### config.mk
export PLATFORM = sky130hd
export DESIGN_NAME = countdown_action_timer_table
export DESIGN_NICKNAME = d
export VERILOG_FILES = /design/src/rtl/catt_pkg.sv /design/src/rtl/catt_entry_ram.sv /design/src/rtl/countdown_action_timer_table.sv
export VERILOG_INCLUDE_DIRS = /design/src /design/src/rtl
export SDC_FILE = /design/constraint.sdc
export NUM_CORES = 2
export LEC_CHECK = 0
export BUFFER_PORTS_ARGS = -buffer_cell sky130_fd_sc_hd__buf_4
export CORE_ASPECT_RATIO = 0.6
export CORE_UTILIZATION = 65
export CTS_BUF_LIST = sky130_fd_sc_hd__clkbuf_4 sky130_fd_sc_hd__clkbuf_8
export CTS_CLUSTER_SIZE = 40
export DETAILED_ROUTE_END_ITERATION = 8
export PLACE_DENSITY = 0.8
export RECOVER_POWER = 50
export SETUP_SLACK_MARGIN = 0.4
export SYNTH_ARGS = -nofsm -noshare
export SYNTH_HDL_FRONTEND = slang
export SYNTH_SLANG_ARGS = --single-unit
export TNS_END_PERCENT = 20
### constraint.sdc
create_clock -name clock -period 12 [get_ports clock]
set_input_delay 0 -clock clock [delete_from_list [all_inputs] [get_ports clock]]
set_output_delay 0 -clock clock [all_outputs]
set_load 0.05 [all_outputs]
### src/rtl/countdown_action_timer_table_macros.svh
// ----------------------------------------------------------------------------
// countdown_action_timer_table_macros.svh
// Assertion macros used by the timer table RTL.
// ----------------------------------------------------------------------------
`ifndef COUNTDOWN_ACTION_TIMER_TABLE_MACROS_SVH
`define COUNTDOWN_ACTION_TIMER_TABLE_MACROS_SVH

`ifndef SYNTHESIS

// Same-cycle implication, disabled during reset
`define CATT_ASSERT_IMPL(lbl, clk, rst, ante, cons) \
   lbl: assert property (@(posedge clk) disable iff (rst) (ante) |-> (cons)) \
      else $error("timer table assertion failed");

// Next-cycle implication, disabled during reset
`define CATT_ASSERT_NEXT(lbl, clk, rst, ante, cons) \
   lbl: assert property (@(posedge clk) disable iff (rst) (ante) |=> (cons)) \
      else $error("timer table assertion failed");

`else

`define CATT_ASSERT_IMPL(lbl, clk, rst, ante, cons)
`define CATT_ASSERT_NEXT(lbl, clk, rst, ante, cons)

`endif

`endif

### src/rtl/catt_pkg.sv
// ----------------------------------------------------------------------------
// catt_pkg
// Shared types, codes and defaults of the countdown action timer table.
// ----------------------------------------------------------------------------
package catt_pkg;

   // Default sizing
   localparam int MAX_TIMERS_DEF  = 16;
   localparam int COUNT_WIDTH_DEF = 32;

   // Fixed field widths
   localparam int PERIOD_W = 32;
   localparam int TAG_W    = 8;
   localparam int EVENT_W  = 2;

   typedef logic [EVENT_W-1:0] event_type;
   typedef logic [TAG_W-1:0]   tag_type;

   // Request kinds
   localparam logic KIND_TICK     = 1'b0;
   localparam logic KIND_REGISTER = 1'b1;

   // Result event codes
   localparam event_type EV_FIRED      = 2'd0;
   localparam event_type EV_REGISTERED = 2'd1;
   localparam event_type EV_FULL       = 2'd2;

endpackage

### src/rtl/catt_entry_ram.sv
// ----------------------------------------------------------------------------
// catt_entry_ram
// Timer entry store: one write port, one read port, registered read data.
// ----------------------------------------------------------------------------
module catt_entry_ram #(
   parameter int DEPTH  = catt_pkg::MAX_TIMERS_DEF,
   parameter int ADDR_W = 4,
   parameter int DATA_W = 73
) (
   input  logic              clock,
   input  logic              wr_en,
   input  logic [ADDR_W-1:0] wr_addr,
   input  logic [DATA_W-1:0] wr_data,
   input  logic [ADDR_W-1:0] rd_addr,
   output logic [DATA_W-1:0] rd_data
);
   import catt_pkg::*;

   logic [DATA_W-1:0] mem [DEPTH];
   logic [DATA_W-1:0] rd_data_ff;

   // write port
   always_ff @(posedge clock) begin
      if (wr_en) begin
         mem[wr_addr] <= wr_data;
      end
   end

   // read port, registered read data
   always_ff @(posedge clock) begin
      rd_data_ff <= mem[rd_addr];
   end

   assign rd_data = rd_data_ff;

endmodule

### src/rtl/countdown_action_timer_table.sv
// ----------------------------------------------------------------------------
// countdown_action_timer_table
// Table of countdown timers kept in registration order, one-shot or periodic.
// ----------------------------------------------------------------------------
// A transaction is taken when start is high and busy is low. A register
// request answers in the next cycle with a single result (registered or table
// full) and the block is ready again at once. A tick walks the timers in use
// through the entry memory, one entry per cycle since the memory has one read
// port: busy stays high through the walk and, when any timer fires, through
// the flush state that follows it, and no transaction is taken meanwhile. Fire
// results come out in table order, at most one per cycle, each exactly one
// cycle on rsp_valid; the final one follows the walk with rsp_last set. The
// receiver cannot stall, so it must take every strobe. A tick with no timers
// in use, or where nothing fires, gives no result. A period of 0 counts as 1.
// ----------------------------------------------------------------------------
`include "countdown_action_timer_table_macros.svh"

module countdown_action_timer_table #(
   parameter int MAX_TIMERS  = catt_pkg::MAX_TIMERS_DEF,
   parameter int COUNT_WIDTH = catt_pkg::COUNT_WIDTH_DEF
) (
   input  logic                          clock,
   input  logic                          reset,
   input  logic                          start,
   output logic                          busy,
   input  logic                          req_kind,
   input  logic [catt_pkg::PERIOD_W-1:0] req_period,
   input  logic                          req_periodic,
   input  catt_pkg::tag_type             req_tag,
   output logic                          rsp_valid,
   output catt_pkg::event_type           rsp_event_res,
   output catt_pkg::tag_type             rsp_fired_tag,
   output logic                          rsp_last
);
   import catt_pkg::*;

   localparam int IDX_W   = (MAX_TIMERS > 1) ? $clog2(MAX_TIMERS) : 1;
   localparam int CNT_W   = $clog2(MAX_TIMERS + 1);
   localparam int ENTRY_W = TAG_W + 2 * COUNT_WIDTH + 1;

   localparam logic [1:0] ST_IDLE  = 2'd0;
   localparam logic [1:0] ST_WALK  = 2'd1;
   localparam logic [1:0] ST_FLUSH = 2'd2;

   logic [1:0]       state_ff, state_in;
   logic [CNT_W-1:0] rd_ff, rd_in;
   logic [CNT_W-1:0] wr_ff, wr_in;
   logic [CNT_W-1:0] used_ff, used_in;
   logic             pend_valid_ff, pend_valid_in;
   tag_type          pend_tag_ff, pend_tag_in;
   logic             rsp_valid_ff, rsp_valid_in;
   event_type        rsp_event_ff, rsp_event_in;
   tag_type          rsp_tag_ff, rsp_tag_in;
   logic             rsp_last_ff, rsp_last_in;

   logic               accept;
   logic [COUNT_WIDTH-1:0] period_cw, period_fix;
   logic               mem_wr_en;
   logic [IDX_W-1:0]   mem_wr_addr, mem_rd_addr;
   logic [ENTRY_W-1:0] mem_wr_data, mem_rd_data;

   tag_type                ent_tag;
   logic [COUNT_WIDTH-1:0] ent_count, ent_reload, new_count;
   logic                   ent_rep, fire, keep, walk_end;

   catt_entry_ram #(
      .DEPTH  (MAX_TIMERS),
      .ADDR_W (IDX_W),
      .DATA_W (ENTRY_W)
   ) u_entry_ram (
      .clock   (clock),
      .wr_en   (mem_wr_en),
      .wr_addr (mem_wr_addr),
      .wr_data (mem_wr_data),
      .rd_addr (mem_rd_addr),
      .rd_data (mem_rd_data)
   );

   assign busy   = (state_ff != ST_IDLE);
   assign accept = start & ~busy;

   // period fitted to the counter width, zero promoted to one
   assign period_cw  = COUNT_WIDTH'(req_period);
   assign period_fix = (period_cw == '0) ? COUNT_WIDTH'(1) : period_cw;

   // entry unpack: {tag, count, reload, repeats}
   assign ent_tag    = mem_rd_data[ENTRY_W-1 -: TAG_W];
   assign ent_count  = mem_rd_data[2*COUNT_WIDTH -: COUNT_WIDTH];
   assign ent_reload = mem_rd_data[COUNT_WIDTH -: COUNT_WIDTH];
   assign ent_rep    = mem_rd_data[0];

   // per-entry tick update
   assign fire      = (ent_count == COUNT_WIDTH'(1));
   assign keep      = ~fire | ent_rep;
   assign new_count = fire ? ent_reload : (ent_count - COUNT_WIDTH'(1));
   assign walk_end  = ((rd_ff + CNT_W'(1)) == used_ff);

   // control and memory access
   always_comb begin
      state_in      = state_ff;
      rd_in         = rd_ff;
      wr_in         = wr_ff;
      used_in       = used_ff;
      pend_valid_in = pend_valid_ff;
      pend_tag_in   = pend_tag_ff;
      rsp_valid_in  = 1'b0;
      rsp_event_in  = EV_FIRED;
      rsp_tag_in    = pend_tag_ff;
      rsp_last_in   = 1'b0;
      mem_wr_en     = 1'b0;
      mem_wr_addr   = used_ff[IDX_W-1:0];
      mem_wr_data   = {req_tag, period_fix, period_fix, req_periodic};
      mem_rd_addr   = '0;

      case (state_ff)
         ST_IDLE: begin
            if (accept) begin
               if (req_kind == KIND_REGISTER) begin
                  rsp_valid_in = 1'b1;
                  rsp_tag_in   = req_tag;
                  rsp_last_in  = 1'b1;
                  if (used_ff == CNT_W'(MAX_TIMERS)) begin
                     rsp_event_in = EV_FULL;
                  end else begin
                     rsp_event_in = EV_REGISTERED;
                     mem_wr_en    = 1'b1;
                     used_in      = used_ff + CNT_W'(1);
                  end
               end else if (used_ff != '0) begin
                  // entry 0 is being read this cycle
                  rd_in    = '0;
                  wr_in    = '0;
                  state_in = ST_WALK;
               end
            end
         end

         ST_WALK: begin
            // prefetch next entry; writes only hit indexes already read
            mem_rd_addr = IDX_W'(rd_ff + CNT_W'(1));
            mem_wr_addr = wr_ff[IDX_W-1:0];
            mem_wr_data = {ent_tag, new_count, ent_reload, ent_rep};
            if (keep) begin
               mem_wr_en = 1'b1;
               wr_in     = wr_ff + CNT_W'(1);
            end
            // hold one fire back so the final one can carry last
            if (fire) begin
               pend_valid_in = 1'b1;
               pend_tag_in   = ent_tag;
               rsp_valid_in  = pend_valid_ff;
            end
            if (walk_end) begin
               used_in  = keep ? (wr_ff + CNT_W'(1)) : wr_ff;
               state_in = (fire | pend_valid_ff) ? ST_FLUSH : ST_IDLE;
            end else begin
               rd_in = rd_ff + CNT_W'(1);
            end
         end

         ST_FLUSH: begin
            rsp_valid_in  = 1'b1;
            rsp_last_in   = 1'b1;
            pend_valid_in = 1'b0;
            state_in      = ST_IDLE;
         end

         default: begin
            state_in = ST_IDLE;
         end
      endcase
   end

   // control registers
   always_ff @(posedge clock) begin
      if (reset) begin
         state_ff      <= ST_IDLE;
         used_ff       <= '0;
         pend_valid_ff <= 1'b0;
         rsp_valid_ff  <= 1'b0;
      end else begin
         state_ff      <= state_in;
         used_ff       <= used_in;
         pend_valid_ff <= pend_valid_in;
         rsp_valid_ff  <= rsp_valid_in;
      end
   end

   // payload registers
   always_ff @(posedge clock) begin
      rd_ff        <= rd_in;
      wr_ff        <= wr_in;
      pend_tag_ff  <= pend_tag_in;
      rsp_event_ff <= rsp_event_in;
      rsp_tag_ff   <= rsp_tag_in;
      rsp_last_ff  <= rsp_last_in;
   end

   assign rsp_valid     = rsp_valid_ff;
   assign rsp_event_res = rsp_event_ff;
   assign rsp_fired_tag = rsp_tag_ff;
   assign rsp_last      = rsp_last_ff;

   // checks
   `CATT_ASSERT_IMPL(a_used_bound, clock, reset, 1'b1, used_ff <= CNT_W'(MAX_TIMERS))
   `CATT_ASSERT_IMPL(a_idle_no_pend, clock, reset, state_ff == ST_IDLE, !pend_valid_ff)
   `CATT_ASSERT_IMPL(a_compact_order, clock, reset, state_ff == ST_WALK,
                     (wr_ff <= rd_ff) && (rd_ff < used_ff))
   `CATT_ASSERT_NEXT(a_reg_answer, clock, reset, accept && (req_kind == KIND_REGISTER),
                     rsp_valid_ff && rsp_last_ff)
   `CATT_ASSERT_NEXT(a_flush_last, clock, reset, state_ff == ST_FLUSH,
                     rsp_valid_ff && rsp_last_ff && (state_ff == ST_IDLE))

endmodule
* Yosys cells after proc, flatten, opt, wreduce, memory -nomap -nowiden
Memory sizes are Yosys's and may differ from the RTL's. A register that Yosys moved wholly into a read port is not among the register bits. Index checks and enable logic that the tools add are counted.
Operators by class: eq/ne operators 13, multiplexer cells 41, bitwise gates (word level) 5, add/subtract/negate cells 4, reductions and logical operators 13
Operators by type and width (count):
- 73-bit two-way mux | 1
- 32-bit two-way mux | 2
- 5-bit two-way mux | 9
- 32-bit by 1-bit equality test with 1-bit output, second input constant | 1
- 32-bit zero test | 1
- 32-bit by 1-bit subtractor with 32-bit output, second input constant | 1
- 5-bit one-hot mux with 2 select lines | 3
- 8-bit two-way mux | 3
- 2-bit != test, second input constant | 8
- 5-bit by 1-bit adder with 5-bit output, second input constant | 3
- 2-bit two-way mux | 6
- 1-bit two-way mux | 10
- 5-bit AND reduction | 2
- 4-bit two-way mux | 2
- 4-bit AND reduction | 2
- 1-bit one-hot mux with 2 select lines | 3
- 2-bit nonzero test | 3
- 5-bit equality test | 1
- 5-bit equality test, second input constant | 1
- 5-bit nonzero test | 1
- 2-bit one-hot mux with 2 select lines | 1
- 2-bit AND reduction | 2
- 1-bit one-hot mux with 3 select lines | 1
- 3-bit AND reduction | 1
- other kinds (6) | 8
Storage, ports and cells: memories 1, flip-flop bits (word level) 38, output and inout bits 13, input port bits 45, logic and storage cells 87, RAM bits 1168
Memories:
- u_entry_ram.mem | depth 16, width 73, read ports 1, clocked after memory_dff 1, wr ports 1, line catt_entry_ram.sv:19 | logic [DATA_W-1:0] mem [DEPTH];

* Longest topological paths before layout
word-level depth 7, depth in mapped cells 11, mapped depth without buffers 10

* Cells and area by module
Synthesis repeated with hierarchy kept, for this count alone.
Unflattened totals: cell total of the unflattened synthesis 2386, area total of the unflattened synthesis 48790.5 um^2
By module, submodules not included:
- catt_entry_ram | cells an instance 1875, times used 1, area an instance 45127.0 um^2, seq. area each 36535.0 um^2
- countdown_action_timer_table | cells an instance 511, times used 1, area an instance 3663.5 um^2, seq. area each 940.9 um^2

* Least setup slack after synthesis
No wires, ideal clock.
path type register to register, start point register state_ff[0], end point memory u_entry_ram.mem[6][0] (enable), data required time 11495 ps, buffers on the path 0, setup slack 7014 ps, cell stages (with the launch flop) 6, library setup time 505 ps, data arrival time 4481 ps, period minus slack after synthesis 4986 ps, cell sequence dfxtp_1 -> nor4bb_1 -> nand2_1 -> o21ai_0 -> nand3_1 -> nor2_1
Between the ends: cells in the longest elaborated chain, start to end 7, elaborated cells on any way between the ends 10, classes of those cells eq/ne (1); mux (5); bitwise (2); reduce/logical (2)
Ends and longest elaborated chain:
- start: declaration | line countdown_action_timer_table.sv:45 | logic [1:0] state_ff, state_in;
- start signal: assignment | line countdown_action_timer_table.sv:182 | state_ff <= state_in;
- 2-bit nonzero test | line countdown_action_timer_table.sv:79 | assign busy = (state_ff != ST_IDLE);
- 1-bit inverter | line countdown_action_timer_table.sv:80 | assign accept = start & ~busy;
- 1-bit AND | line countdown_action_timer_table.sv:80
- 1-bit two-way mux | line countdown_action_timer_table.sv:117 | if (accept) begin
- 1-bit one-hot mux with 2 select lines | line countdown_action_timer_table.sv:115 | case (state_ff)
- 1-bit two-way mux | line catt_entry_ram.sv:24 | if (wr_en) begin
- 1-bit two-way mux (not written as such) | line catt_entry_ram.sv:25 | mem[wr_addr] <= wr_data;
- end: declaration | line catt_entry_ram.sv:19
Parallel ways exist; a longest one is shown, timed or not.

* Worst setup path in the final report
start point register state_ff[0], end point register u_entry_ram.rd_data_ff[29], in the netlist u_entry_ram.rd_data[29] (read register of u_entry_ram.mem)
Between the ends: cells in the longest elaborated chain, start to end 2
Ends and longest elaborated chain:
- 2-bit by 1-bit equality test with 1-bit output | line countdown_action_timer_table.sv:115
- 4-bit two-way mux | line countdown_action_timer_table.sv:115
- end: declaration | line catt_entry_ram.sv:20 | logic [DATA_W-1:0] rd_data_ff;
No other way between the ends. A chain may end at the register's enable or synchronous reset.

==> run summary <==
total grt overflow: 0
Setup Crit Path Kind: register to register
Max VDD drop: 148 uV
share of cells above drive strength 1: 14.3%
Placer Congestion: 0.835
Row Count: 78
dominant cell type by area after synthesis: edfxtp_1
DRT iter0 DRCs: 4154
Final setup viols: 0
via count: 29800
Reg clk slew, reported paths: 0.06 ns
initial antenna violation count: 0
Critical Path RT: 12.70 ns
die footprint: 79000 sq um
hold crit path type: primary input to register
GR Util met2: 46.1%
Die Y-Extent: 218 um
vias in the first global route: 29200
Hold WS: 0.113 ns
yosys warns: 0
crit path max fanout: 61
sequential share of the synthesized area: 74.1%
H-tree depth: 4
Core ar.: 76300 sq um
synthesized instance count: 3179
clk_skew: 0.0271 ns
Starting Density: 66.3%
crit path capture type: register
Root Buffer: clkbuf_8
die width: 362 um
Vias per Instance: 6.59
Synth top area share: 70.4%
Final nets: 3389
CP startpoint kind: register
DR WL/cell: 27.2 um
Net Count, Synth: 3230
met3 global-route usage: 7.01%
fin crit share: 68.9%
GRT Overall Usage: 31.7%
Final Hold Vio Count: 0
total CTS buffers: 171
RSZ-0062 raised after global routing: false
Residual DRC: 0
CTS tree: done
GR Util met1: 48.1%
footprint of the multi-input gates: 12300 sq um
first-pass GRT wire length: 184000 um
Sink Count: 1279
largest net degree at the start of global routing: 190
Post-DP HPWL: 63600 um
Clock Latency Late Sink: 0.86 ns
Post-synth EDFFs: 1186
I/O pin total: 58
Max Cap Viol: 11
Slew Viols, Final: 488
Area growth, synth to finish: 11.2%
ANT nets after route: 0
Fill cells: 4494
final setup TNS: 0 ns
first drt pass iteration count: 5
prevailing post-synth register cell: edfxtp_1
Rel. slew slack: -233%
Placed Instances: 4142
FF+latch area: 37500 sq um
Post-Layout Cell Count: 4527
failing checks: max-capacitance violations, max-slew violations
Max Freq: 121 MHz
CP arrival: 8.96 ns
Most Used Layer, Global Route: met1
mean post-synth cell area: 15.9 sq um
Synth Register Bits: 1279
DRT Wirelength: 123000 um
port bufs: 57
async set-reset flop share out of synthesis: 0%
top post-synthesis cells by area: edfxtp_1 (70%), mux2i_1 (6.0%), dfxtp_1 (3.7%)
status: complete, but fails checks
fin crit period: 8.26 ns
clk buf depth: 3
PD cells: 163 nW/um^2
leakage power: 19.5 nW
slew at the pin with the worst max-slew slack: 4.99 ns
unique cell type count in the Yosys netlist: 64
Synth Cell Area: 50600 sq um
Yosys cell counts, types with 14 or more instances:
cell type and instances:
nor2b_1 148, dfxtp_1 93, nor4_1 14, a21oi_1 84, nor3_1 82, mux4_2 73, clkbuf_1 140, edfxtp_1 1186
xnor2_1 21, o21ai_0 49, buf_2 49, a311oi_1 147, a211oi_1 147, mux2i_1 305, nand2_1 442, nor2_1 48
flip-flops by register name (all words and copies together), names as in the netlist:
name and cells:
rd_ff 5, pend_tag_ff 8, u_entry_ram.rd_data 73, state_ff 2, u_entry_ram.mem 1168, rsp_fired_tag 8
wr_ff 5, pend_valid_ff 1, rsp_last 1, rsp_event_res 2, used_ff 5, rsp_valid 1
layout make-up:
type,instances,share of cell area [%]
diodes,1,0.00445
clock buffers,282,6.05
clock inverters,39,0.369
inverters,14,0.109
multi-input cells,1682,21.9
flip-flops and latches,1279,66.6
well taps,1040,2.31
repair buffers,190,2.66
worst max-delay path: stages, from the launching register on:
cell and delay, ns:
dfxtp_1 0.48, nor2b_4 0.19, clkbuf_1 2.77, nand2_4 1.43
clkinvlp_2 1.72, buf_4 0.86, a311oi_1 0.12, nor3_1 0.39
a21oi_1 0.08
per-layer routing:
layer / wire [um] / share of wire (%)
met1: 50200 / 41
met5: 0 / 0
met2: 54600 / 44
met4: 2800 / 2.3
met3: 15700 / 13
power breakdown:
group,total [mW],switching (mW),internal (mW)
clock,3.40,1.59,1.81
sequential,5.13,0.0762,5.05
combinational,0.658,0.453,0.205
per-stage QoR:
| step | power, mW | area, sq um | setup WS [ns] | util, % |
|---|---|---|---|---|
| after floorplan | 5.59 | 50600 | 7.01 | - |
| after global placement | 5.81 | 52200 | 7.43 | 68.5 |
| after detailed placement | 5.84 | 52200 | 7.34 | 68.5 |
| after CTS | 9.20 | 56500 | 7.31 | 74.0 |
| after global routing | 9.45 | 56300 | 3.56 | 73.7 |
| final | 9.19 | 56300 | 3.74 | 73.7 |
path summary, 6_finish.rpt:
check                                                     start                         endpoint  slack (ns)  depth (start not counted)
worst max-delay path                   state_ff[0]$_SDFFE_PP0P_  u_entry_ram.rd_data[29]$_DFF_P_        3.74                          8
worst min-delay path                               req_periodic  u_entry_ram.mem[5][0]$_DFFE_PP_        0.11                          3
worst max register to register         state_ff[0]$_SDFFE_PP0P_  u_entry_ram.rd_data[29]$_DFF_P_        3.74                          8
worst min register to register  u_entry_ram.rd_data[65]$_DFF_P_         pend_tag_ff[0]$_DFFE_PP_        0.45                          0
cell families (layout without fill, tap and decap cells):
group,after synthesis,count (layout),share of synthesized area [%]
DFF,1279,1279,74.1
and+or+nand+nor,792,792,7.36
AOI/OAI and AO/OA,464,464,6.59
muxes,387,387,9.49
buffers and inverters,218,525,1.75
xor gates and xnor gates,33,33,0.571
adders and majority gates,6,6,0.148
other,0,1,0
what timing repair did:
item                                   CTS  global route
gates resized for setup                  0             0
hold buffers                            63             0
endpoints found under the hold margin  970             0
setup buffers                            0             0
cell usage in the layout (no fill, tap or decap), types with 84 or more instances in the layout:
cell,instances
a21oi_1,84
a211oi_1,147
mux2i_1,305
edfxtp_1,1186
dfxtp_1,93
clkbuf_8,206
nand2_1,440
buf_4,86
a311oi_1,147
nor2b_1,147
Note: power is estimated with default switching activity, not from simulation.
